<file path="config.mk">
export PLATFORM = sky130hd
export DESIGN_NAME = battery_bar_gauge_hysteresis
export DESIGN_NICKNAME = d
export VERILOG_FILES = /design/src/hdl/bbg_pkg.sv /design/src/hdl/bbg_cfg_regs.sv /design/src/hdl/bbg_front.sv /design/src/hdl/bbg_level.sv /design/src/hdl/battery_bar_gauge_hysteresis.sv
export SDC_FILE = /design/constraint.sdc
export NUM_CORES = 1
export LEC_CHECK = 0
export BUFFER_PORTS_ARGS = -buffer_cell sky130_fd_sc_hd__buf_2
export CORE_MARGIN = 2
export CORE_UTILIZATION = 50
export DETAILED_ROUTE_END_ITERATION = 12
export GPL_ROUTABILITY_DRIVEN = 0
export PLACE_DENSITY = 0.73
export REMOVE_ABC_BUFFERS = 1
export SYNTH_ARGS = -nofsm -noshare
export SYNTH_HDL_FRONTEND = slang
export SYNTH_SLANG_ARGS = --single-unit
</file>
<file path="constraint.sdc">
create_clock -name clk -period 14.6 [get_ports clk]
set_clock_uncertainty 0.15 [all_clocks]
set_input_delay 2.92 -clock clk [delete_from_list [all_inputs] [get_ports clk]]
set_output_delay 2.92 -clock clk [all_outputs]
set_load 0.02 [all_outputs]
</file>
<file path="src/hdl/bbg_pkg.sv">
// ----------------------------------------------------------------------------
// bbg_pkg
// Types and constants shared by the battery bar gauge modules.
// ----------------------------------------------------------------------------
package bbg_pkg;

    localparam int CellWidth  = 16;
    localparam int MvWidth    = 13;
    localparam int HystWidth  = 8;
    localparam int SumWidth   = MvWidth + 2;
    localparam int BarWidth   = 3;
    localparam int NumLevels  = 4;
    localparam int CfgIdxWidth = 3;

    // Mean of three cells: multiply by ceil(2^17 / 3) and shift right by 17.
    // Exact for every sum below 2^17.
    localparam int RecipShift = 17;
    localparam logic [15:0] RECIP_THIRD = 16'd43691;
    localparam int ProdWidth = SumWidth + 16;

    typedef enum logic [CfgIdxWidth-1:0] {
        REG_THR_ONE   = 3'd0,
        REG_THR_TWO   = 3'd1,
        REG_THR_THREE = 3'd2,
        REG_THR_FOUR  = 3'd3,
        REG_HYST      = 3'd4,
        REG_VALID_LOW = 3'd5,
        REG_VALID_HI  = 3'd6
    } cfg_index_t;

    localparam logic [MvWidth-1:0]   RST_THR_ONE   = 13'd3300;
    localparam logic [MvWidth-1:0]   RST_THR_TWO   = 13'd3600;
    localparam logic [MvWidth-1:0]   RST_THR_THREE = 13'd3800;
    localparam logic [MvWidth-1:0]   RST_THR_FOUR  = 13'd4000;
    localparam logic [HystWidth-1:0] RST_HYST      = 8'd25;
    localparam logic [MvWidth-1:0]   RST_VALID_LOW = 13'd2500;
    localparam logic [MvWidth-1:0]   RST_VALID_HI  = 13'd4500;

    localparam logic [BarWidth-1:0] BAR_MAX = 3'd4;

    typedef struct packed {
        logic [NumLevels-1:0][MvWidth-1:0] thr;   // thr[k] is the level k+1 threshold
        logic [HystWidth-1:0]              hyst;
        logic [MvWidth-1:0]                valid_low;
        logic [MvWidth-1:0]                valid_high;
    } cfg_t;

    // Word passed from the front stage to the level stage.
    typedef struct packed {
        logic               ok;
        logic [MvWidth-1:0] mean;
    } meas_t;

endpackage

</file>
<file path="src/hdl/bbg_cfg_regs.sv">
// ----------------------------------------------------------------------------
// bbg_cfg_regs
// Configuration register file: thresholds, hysteresis and cell window.
// ----------------------------------------------------------------------------
module bbg_cfg_regs (
    input  logic                            clk,
    input  logic                            rst_n,
    input  logic                            cfg_we,
    input  logic [bbg_pkg::CfgIdxWidth-1:0] cfg_index,
    input  logic [bbg_pkg::MvWidth-1:0]     cfg_data,
    output bbg_pkg::cfg_t                   cfg
);
    import bbg_pkg::*;

    cfg_t cfg_reg;

    always_ff @(posedge clk or negedge rst_n) begin
        if (!rst_n)
        begin
            cfg_reg.thr[0]     <= RST_THR_ONE;
            cfg_reg.thr[1]     <= RST_THR_TWO;
            cfg_reg.thr[2]     <= RST_THR_THREE;
            cfg_reg.thr[3]     <= RST_THR_FOUR;
            cfg_reg.hyst       <= RST_HYST;
            cfg_reg.valid_low  <= RST_VALID_LOW;
            cfg_reg.valid_high <= RST_VALID_HI;
        end
        else if (cfg_we)
        begin
            unique case (cfg_index_t'(cfg_index))
                REG_THR_ONE:   cfg_reg.thr[0]     <= cfg_data;
                REG_THR_TWO:   cfg_reg.thr[1]     <= cfg_data;
                REG_THR_THREE: cfg_reg.thr[2]     <= cfg_data;
                REG_THR_FOUR:  cfg_reg.thr[3]     <= cfg_data;
                REG_HYST:      cfg_reg.hyst       <= cfg_data[HystWidth-1:0];
                REG_VALID_LOW: cfg_reg.valid_low  <= cfg_data;
                REG_VALID_HI:  cfg_reg.valid_high <= cfg_data;
                default:       ;
            endcase
        end
    end

    assign cfg = cfg_reg;

endmodule

</file>
<file path="src/hdl/bbg_front.sv">
// ----------------------------------------------------------------------------
// bbg_front
// Input register, then cell window check and mean of the three cells.
// ----------------------------------------------------------------------------
module bbg_front (
    input  logic                          clk,
    input  logic                          rst_n,
    input  bbg_pkg::cfg_t                 cfg,
    input  logic                          in_valid,
    output logic                          in_stall,
    input  logic [bbg_pkg::CellWidth-1:0] cell_a_mv,
    input  logic [bbg_pkg::CellWidth-1:0] cell_b_mv,
    input  logic [bbg_pkg::CellWidth-1:0] cell_c_mv,
    input  logic                          monitor_present,
    output logic                          meas_valid,
    input  logic                          meas_take,
    output bbg_pkg::meas_t                meas
);
    import bbg_pkg::*;

    logic                 in_full_reg;
    logic [CellWidth-1:0] a_reg, b_reg, c_reg;
    logic                 present_reg;
    logic                 meas_full_reg;
    meas_t                meas_reg;
    meas_t                meas_next;

    logic                 meas_en;
    logic                 in_en;
    logic                 a_ok, b_ok, c_ok;
    logic [SumWidth-1:0]  sum;
    logic [ProdWidth-1:0] prod;

    // A stage loads when it is empty or its word moves on in the same cycle.
    assign meas_en  = !meas_full_reg || meas_take;
    assign in_en    = !in_full_reg || meas_en;
    assign in_stall = !in_en;

    function automatic logic cell_in_window(input logic [CellWidth-1:0] cell_mv,
                                            input logic [MvWidth-1:0]   lo,
                                            input logic [MvWidth-1:0]   hi);
        logic [CellWidth-2:0] mag;
        mag = cell_mv[CellWidth-2:0];
        return !cell_mv[CellWidth-1]
            && (mag >= (CellWidth-1)'(lo))
            && (mag <= (CellWidth-1)'(hi));
    endfunction

    always_comb begin
        a_ok = cell_in_window(a_reg, cfg.valid_low, cfg.valid_high);
        b_ok = cell_in_window(b_reg, cfg.valid_low, cfg.valid_high);
        c_ok = cell_in_window(c_reg, cfg.valid_low, cfg.valid_high);
        // Cells of a valid reading are below 8192, so the low bits carry them fully.
        sum  = SumWidth'(a_reg[MvWidth-1:0]) + SumWidth'(b_reg[MvWidth-1:0])
             + SumWidth'(c_reg[MvWidth-1:0]);
        prod = ProdWidth'(sum) * ProdWidth'(RECIP_THIRD);
        meas_next.ok   = present_reg && a_ok && b_ok && c_ok;
        meas_next.mean = prod[RecipShift +: MvWidth];
    end

    always_ff @(posedge clk or negedge rst_n) begin
        if (!rst_n)
        begin
            in_full_reg   <= 1'b0;
            meas_full_reg <= 1'b0;
        end
        else
        begin
            if (in_en)
            begin
                in_full_reg <= in_valid;
            end
            if (meas_en)
            begin
                meas_full_reg <= in_full_reg;
            end
        end
    end

    always_ff @(posedge clk) begin
        if (in_en && in_valid)
        begin
            a_reg       <= cell_a_mv;
            b_reg       <= cell_b_mv;
            c_reg       <= cell_c_mv;
            present_reg <= monitor_present;
        end
        if (meas_en && in_full_reg)
        begin
            meas_reg <= meas_next;
        end
    end

    assign meas_valid = meas_full_reg;
    assign meas = meas_reg;

endmodule

</file>
<file path="src/hdl/bbg_level.sv">
// ----------------------------------------------------------------------------
// bbg_level
// Bar level state with placement and hysteresis stepping, and result register.
// ----------------------------------------------------------------------------
module bbg_level (
    input  logic                         clk,
    input  logic                         rst_n,
    input  bbg_pkg::cfg_t                cfg,
    input  logic                         meas_valid,
    output logic                         meas_take,
    input  bbg_pkg::meas_t               meas,
    output logic                         out_valid,
    input  logic                         out_stall,
    output logic [bbg_pkg::BarWidth-1:0] bar_count,
    output logic                         reading_valid
);
    import bbg_pkg::*;

    logic                level_known_reg;
    logic [BarWidth-1:0] bar_level_reg;
    logic [BarWidth-1:0] bar_level_next;
    logic                out_valid_reg;
    logic [BarWidth-1:0] bar_count_reg;
    logic                reading_valid_reg;

    logic                out_en;
    logic                load;
    logic [NumLevels-1:0] reach;
    logic [NumLevels-1:0] step_up;
    logic [NumLevels-1:0] step_down;
    logic [BarWidth-1:0] placed;
    logic [BarWidth-1:0] lvl;
    logic [BarWidth-1:0] lvl_m1;

    assign out_en    = !out_valid_reg || !out_stall;
    assign meas_take = out_en;
    assign load      = out_en && meas_valid;

    always_comb begin
        for (int k = 0; k < NumLevels; k++)
        begin
            reach[k]     = meas.mean >= cfg.thr[k];
            step_up[k]   = {1'b0, meas.mean} >= ({1'b0, cfg.thr[k]} + (MvWidth+1)'(cfg.hyst));
            // mean < thr - hyst, kept unsigned by moving hyst to the other side
            step_down[k] = ({1'b0, meas.mean} + (MvWidth+1)'(cfg.hyst)) < {1'b0, cfg.thr[k]};
        end

        // First reading after reset or after an invalid one: highest threshold reached wins.
        if (reach[3])
            placed = 3'd4;
        else if (reach[2])
            placed = 3'd3;
        else if (reach[1])
            placed = 3'd2;
        else if (reach[0])
            placed = 3'd1;
        else
            placed = 3'd0;

        // Climb first, then descend; each walk stops at the first failed test.
        lvl = bar_level_reg;
        for (int i = 0; i < NumLevels; i++)
        begin
            if (lvl < BAR_MAX && step_up[lvl[1:0]])
                lvl = lvl + 3'd1;
        end
        for (int i = 0; i < NumLevels; i++)
        begin
            lvl_m1 = lvl - 3'd1;
            if (lvl != 3'd0 && step_down[lvl_m1[1:0]])
                lvl = lvl_m1;
        end
        lvl_m1 = lvl - 3'd1;

        if (!meas.ok)
            bar_level_next = '0;
        else if (!level_known_reg)
            bar_level_next = placed;
        else
            bar_level_next = lvl;
    end

    always_ff @(posedge clk or negedge rst_n) begin
        if (!rst_n)
        begin
            level_known_reg <= 1'b0;
            bar_level_reg   <= '0;
            out_valid_reg   <= 1'b0;
        end
        else
        begin
            if (out_en)
            begin
                out_valid_reg <= meas_valid;
            end
            if (load)
            begin
                level_known_reg <= meas.ok;
                bar_level_reg   <= bar_level_next;
            end
        end
    end

    always_ff @(posedge clk) begin
        if (load)
        begin
            bar_count_reg     <= bar_level_next;
            reading_valid_reg <= meas.ok;
        end
    end

    assign out_valid     = out_valid_reg;
    assign bar_count     = bar_count_reg;
    assign reading_valid = reading_valid_reg;

endmodule

</file>
<file path="src/hdl/battery_bar_gauge_hysteresis.sv">
// Path: an accepted word is held in the input register, then in the measurement register,
// then in the result register on the outputs, from which it is taken when not stalled.
// Throughput: one word per cycle while the output is not stalled; the bar level register
// is read and written in the same cycle, so consecutive readings follow each other with no gap.
// Each stage holds its word while the next one is full and cannot move on, so input keeps flowing into bubbles.
// Reset clears the configuration to its defaults, forgets the bar level and empties all stages.
// ----------------------------------------------------------------------------
// battery_bar_gauge_hysteresis
// Turns three cell voltages into a battery bar count with hysteresis.
// ----------------------------------------------------------------------------
module battery_bar_gauge_hysteresis (
    input  logic                            clk,
    input  logic                            rst_n,
    input  logic                            cfg_we,
    input  logic [bbg_pkg::CfgIdxWidth-1:0] cfg_index,
    input  logic [bbg_pkg::MvWidth-1:0]     cfg_data,
    input  logic                            in_valid,
    output logic                            in_stall,
    input  logic [bbg_pkg::CellWidth-1:0]   cell_a_mv,
    input  logic [bbg_pkg::CellWidth-1:0]   cell_b_mv,
    input  logic [bbg_pkg::CellWidth-1:0]   cell_c_mv,
    input  logic                            monitor_present,
    output logic                            out_valid,
    input  logic                            out_stall,
    output logic [bbg_pkg::BarWidth-1:0]    bar_count,
    output logic                            reading_valid
);
    import bbg_pkg::*;

    cfg_t  cfg;
    meas_t meas;
    logic  meas_valid;
    logic  meas_take;

    bbg_cfg_regs u_cfg (
        .clk       (clk),
        .rst_n     (rst_n),
        .cfg_we    (cfg_we),
        .cfg_index (cfg_index),
        .cfg_data  (cfg_data),
        .cfg       (cfg)
    );

    bbg_front u_front (
        .clk             (clk),
        .rst_n           (rst_n),
        .cfg             (cfg),
        .in_valid        (in_valid),
        .in_stall        (in_stall),
        .cell_a_mv       (cell_a_mv),
        .cell_b_mv       (cell_b_mv),
        .cell_c_mv       (cell_c_mv),
        .monitor_present (monitor_present),
        .meas_valid      (meas_valid),
        .meas_take       (meas_take),
        .meas            (meas)
    );

    bbg_level u_level (
        .clk           (clk),
        .rst_n         (rst_n),
        .cfg           (cfg),
        .meas_valid    (meas_valid),
        .meas_take     (meas_take),
        .meas          (meas),
        .out_valid     (out_valid),
        .out_stall     (out_stall),
        .bar_count     (bar_count),
        .reading_valid (reading_valid)
    );

endmodule

</file>
Word level (Yosys, flattened, before mapping)
Cells that the tools add are included.
{"block": "classes", "add_sub_neg": 15, "mul": 1, "magnitude_cmp": 30, "n_eq_ne": 6, "mux": 30, "reduce_logical": 43}
{"operator": "$add 13x8->14", "count": 5}
{"operator": "$ge 13x14->1", "count": 4}
{"operator": "$lt 14x13->1", "count": 4}
{"operator": "$ge 13x13->1", "count": 4}
{"operator": "$ge 15x13->1", "count": 3}
{"operator": "$le 15x13->1", "count": 3}
{"operator": "$mux 3", "count": 13}
{"operator": "$mul 15x16->30 const B", "count": 1}
{"operator": "$lt 2x3->1 const B", "count": 8}
{"operator": "$logic_and 1x1->1", "count": 20}
{"operator": "$bmux 1 s2", "count": 8}
{"operator": "$add 15x13->15", "count": 1}
{"operator": "$add 13x13->14", "count": 1}
{"operator": "$reduce_and 2->1", "count": 7}
{"operator": "$add 3x1->3 const B", "count": 4}
{"operator": "$lt 3x3->1 const B", "count": 4}
{"operator": "$reduce_bool 3->1", "count": 4}
{"operator": "$sub 3x1->3 const B", "count": 4}
{"operator": "$eq 3x3->1 const B", "count": 3}
{"operator": "$mux 1", "count": 9}
{"operator": "$logic_not 1->1", "count": 8}
{"operator": "$eq 3x2->1 const B", "count": 2}
{"operator": "$eq 3x1->1 const B", "count": 1}
{"operator": "$logic_not 3->1", "count": 1}
{"operator": "$logic_or 1x1->1", "count": 3}
{"block": "totals", "ff_bits": 160, "in_bits": 70, "output_inout_bits": 6, "wordCells": 145}

Depth between registers and ports, before layout
{"block": "logic_depth", "word_depth": 40, "depth_mapped": 57, "mapped_depth_nobuf": 57}

Modules after synthesis
A second synthesis with hierarchy kept.
{"block": "unflattened", "hier_cells": 1817, "hier_area_um2": 18511.5}
{"module": "bbg_front", "instances": 1, "cells_per_inst": 761, "area_each_um2": 8211.6, "seq_area_each_um2": 1941.9}
{"module": "bbg_level", "instances": 1, "cells_per_inst": 870, "area_each_um2": 6977.9, "seq_area_each_um2": 245.2}
{"module": "bbg_cfg_regs", "instances": 1, "cells_per_inst": 186, "area_each_um2": 3321.9, "seq_area_each_um2": 2197.1}

Worst setup path before layout
OpenSTA, ideal clock, no wires.
{"block": "synth_path", "path_type": "register to register", "start": "register u_cfg.cfg_reg, in the netlist u_cfg.cfg[27]", "end": "register u_level.bar_count_reg[2] (netlist: u_level.bar_count[2]), data pin", "arrival_time_ps": 11110, "required_ps": 14310, "setup_slack_ps": 3200, "path_stages_with_launch": 53, "n_path_buf": 1, "synth_period_minus_slack_ps": 11400, "cell_sequence": "dfrtp_1 fa_1 a21o_1 a21oi_1 o21bai_1 a21oi_1 o21bai_1 a21oi_1 nor3_1 xnor2_1 ha_1 and3_1 a221o_1 a31oi_2 o21ai_2 a31o_2 a22oi_4 inv_2 [... 17 more ...] nor2_1 mux2_2 ha_1 a311o_1 o22ai_2 nand3_1 o221ai_2 buf_2 nor2_1 ha_1 or3_1 o22ai_1 mux2_2 ha_1 a21oi_1 o311a_1 mux2_4 a21oi_2"}
{"block": "synth_between", "elab_chain_len": 40, "elab_cells_between_ends": 61}
{"element": "start, declared", "line_no": "bbg_cfg_regs.sv:15", "text": "cfg_t cfg_reg;"}
{"element": "branches (longest 37 deep; another with $add 13x8->14)"}
{"element": "$mux 3 *", "line_no": "bbg_level.sv:70", "text": "if (lvl != 3'd0 && step_down[lvl_m1[1:0]])"}
{"element": "$mux 3 *", "line_no": "bbg_level.sv:77", "text": "else if (!level_known_reg)"}
{"element": "$mux 3 *", "line_no": "bbg_level.sv:75", "text": "if (!meas.ok)"}
{"element": "named net u_level.bar_level_next[2]", "line_no": "bbg_level.sv:21", "text": "logic [BarWidth-1:0] bar_level_next;"}
{"element": "end signal, assigned", "line_no": "bbg_level.sv:107", "text": "bar_count_reg <= bar_level_next;"}
{"element": "end, declared", "line_no": "bbg_level.sv:23", "text": "logic [BarWidth-1:0] bar_count_reg;"}
Mark *: on every way through the listed nets, which the timed path passes. The select of a mux whose other input is x is not followed.
A chain may end at the register's enable or synchronous reset.

Final worst setup path
Ends and elaborated chain as after synthesis.

==> reports/metrics.cfg <==
[run_status]
status = finished, final reports clean

[timing]
report.final.slew_viol_count = 0
rsz0062_at_grt = false
worst_pin_slew_ns = 1.025
slew_headroom_pct = 31.64
setup_viol = 0
hold_viol = 0
finalCritPeriodShare_pct = 89.12
layout_setup_ws_ns = 1.589
timing.final.crit_period_ns = 13.01
fmax_mhz = 76.86
setup_tns_ns = 0

[yosys]
synth_common_cells = ha_1 (405), inv_1 (225), a21oi_1 (131)
synthCells = 1910
synth-edff-count = 67
ys_ff_latch = 160
synth_area_leader_cell = ha_1
ys_async_sr_fraction_pct = 58.13
yosysSeqAreaShare_pct = 23.59
synth_top_cell_area_share_pct = 27.27
synth_cell_type_count = 95
ys_warn_count = 0
synth_area_per_cell_sq_um = 9.731
synthTopCellsByArea = ha_1 (27%), edfxtp_1 (11%), dfrtp_1 (7.7%), fa_1 (7.4%), dfstp_2 (5.1%)
synth_flop_cell = edfxtp_1
syn_area_sq_um = 18590
yosys.cell_count.top_type = ha_1

[clocking]
path_clk_slew_ns = 0.07
htreeDepth = 4
cts_buffer_depth = 2
clkSinkCount = 160
clk_latency_ns = 0.45
cts-root-buf = clkbuf_16
post_cts_buffers = 0
cts_buffers = 17
tritoncts = done
ctsResizeCount = 0
hold_buffers = 0

[layout]
final.fill_count = 3162
drive_above_1_share_pct = 12.76
largest_reg_flops = 86
areaGrowthSynthToFinish_pct = 8.321
fin_area_sq_um = 20130
final_core_util_pct = 54.99
nNetsFinal = 2538
diodes = 0

[die]
rows = 70
core_sq_um = 36610
die_w_um = 196.8
die_h_um = 196.8
io-pin-count = 76
start_util_pct = 50.77
die_area_sq_um = 38730

[grt]
grt_usage_pct = 24.24
grt_max_degree = 64
grt_pass1_vias = 15440
antenna_found_initial = 0
grt_first_pass_wirelength_um = 74850
grt-ovfl-total = 0

[worst_setup_path]
cp-end-kind = register
worst-setup-path-type = register to register
critPathRequiredTime_ns = 14.76
r2r_end = u_level.bar_count[2]
critPathSlowestCell = dfrtp_1
r2r_cells = 51
cp_max_fo = 16
startpoint_type = register
r2r-start = u_cfg.cfg[27]
worstPathArrival_ns = 13.17
reg2reg_slack_ns = 1.59
cpMostUsedCell = ha_1
max_stage_delay_ns = 0.60

[detailed_routing]
firstDrtPassIters = 6
dr_wl_met3_um = 2208
vias = 14660
drcViolationCount = 0
drtIter0Drc = 844
wl_met1_um = 19530
totalWireLength_um = 45540
wl_met2_um = 22270
viasPerCell = 5.923
highest_layer = met4
wl_per_cell_um = 18.40
postRouteAntennaNets = 0

[placed_design]
dp_slack_ns = 1.769
port-buffer-count = 75
dpl.hpwl_um = 37700
place_area_sq_um = 19540

[flow_run]
max_cap_viol_count = 0

[min_path]
hold_depth = 1
min_from = u_front.in_full_reg
hold_path_end = u_front.meas_valid
hold_path_class = register to register

how the worst max path moves through the flow:
| stage | startpoint | endpoint | slack (ns) |
|---|---|---|---|
| 2_1_floorplan | u_cfg.cfg[27] | u_level.bar_count[2] | 3.20 |
| 3_3_place_gp | u_cfg.cfg[27] | u_level.bar_count[2] | 2.31 |
| 3_5_place_dp | u_cfg.cfg[27] | u_level.bar_count[2] | 1.77 |
| 4_1_cts | u_cfg.cfg[27] | u_level.bar_count[2] | 1.73 |
| 5_1_grt | u_cfg.cfg[27] | u_level.bar_count[2] | 0.69 |
| 6_report | u_cfg.cfg[27] | u_level.bar_count[2] | 1.59 |
logic make-up after synthesis:
group,after synthesis,synth area share (%)
compound gates,474,16.95
xor+xnor,94,4.544
fa+ha+maj,474,34.70
buf+inv,246,4.982
flops,160,23.59
mux,65,3.979
simple gates,397,11.26
cell usage in the layout, fill, tap and decap left out, types with 20 or more instances in the layout:
cell type  Yosys  final
buf_2          2     74
o21a_1        20     20
dfrtp_1       57     57
nand2_1       94     94
xnor2_1       74     74
mux2_2        55     55
a21oi_1      131    131
nor2b_1       39     39
nand2b_1      39     39
nand4_1       33     33
a21o_1        69     69
nor2_1        64     64
inv_1        225    225
o21bai_1      34     34
edfxtp_1      67     67
nand3_1       31     31
o21ai_0      104    104
dfstp_2       36     36
ha_1         405    405
fa_1          69     69
nor3_1        28     26
routing by layer:
metal	vias to the layer above	global-route usage, %
li1	7076	-
met1	7054	30.31
met2	416	42.66
met3	113	3.285
met4	0	8.939
met5	-	0
cell type report:
class / count / area (sq um) / area share [%]
Inverter: 231 / 867.1 / 4.307
Timing Repair Buffer: 80 / 415.4 / 2.063
Sequential cell: 160 / 4384 / 21.78
Clock buffer: 18 / 450.4 / 2.237
Multi-Input combinational cell: 1504 / 13290 / 66.02
Clock inverter: 14 / 137.6 / 0.6837
Tap cell: 468 / 585.6 / 2.909
per-stage QoR:
| stage | hold slack (ns) | cells |
|---|---|---|
| 6_report | 0.3426 | 2475 |
| 5_1_grt | 0.3714 | 2475 |
| 4_1_cts | 0.3505 | 2475 |
| 3_5_place_dp | 0.3261 | 2443 |
| 3_3_place_gp | 0.3165 | 2443 |
| 2_1_floorplan | 0.2987 | 1895 |
worst max-delay path: cells and delay by family, from the launching register on:
kind	cells	cell delay, ns
AO/OA/AOI/OAI	25	5.80
buffers and inverters	4	0.47
multiplexers	4	1.36
AND/OR/NAND/NOR	8	1.33
flip-flops	1	0.60
adder cells (fa/ha/maj)	8	2.60
XOR/XNOR	2	0.57
Power is left out: the tool's default activity adds up to more than one toggle a clock period on the data nets, which glitch-free logic cannot reach.
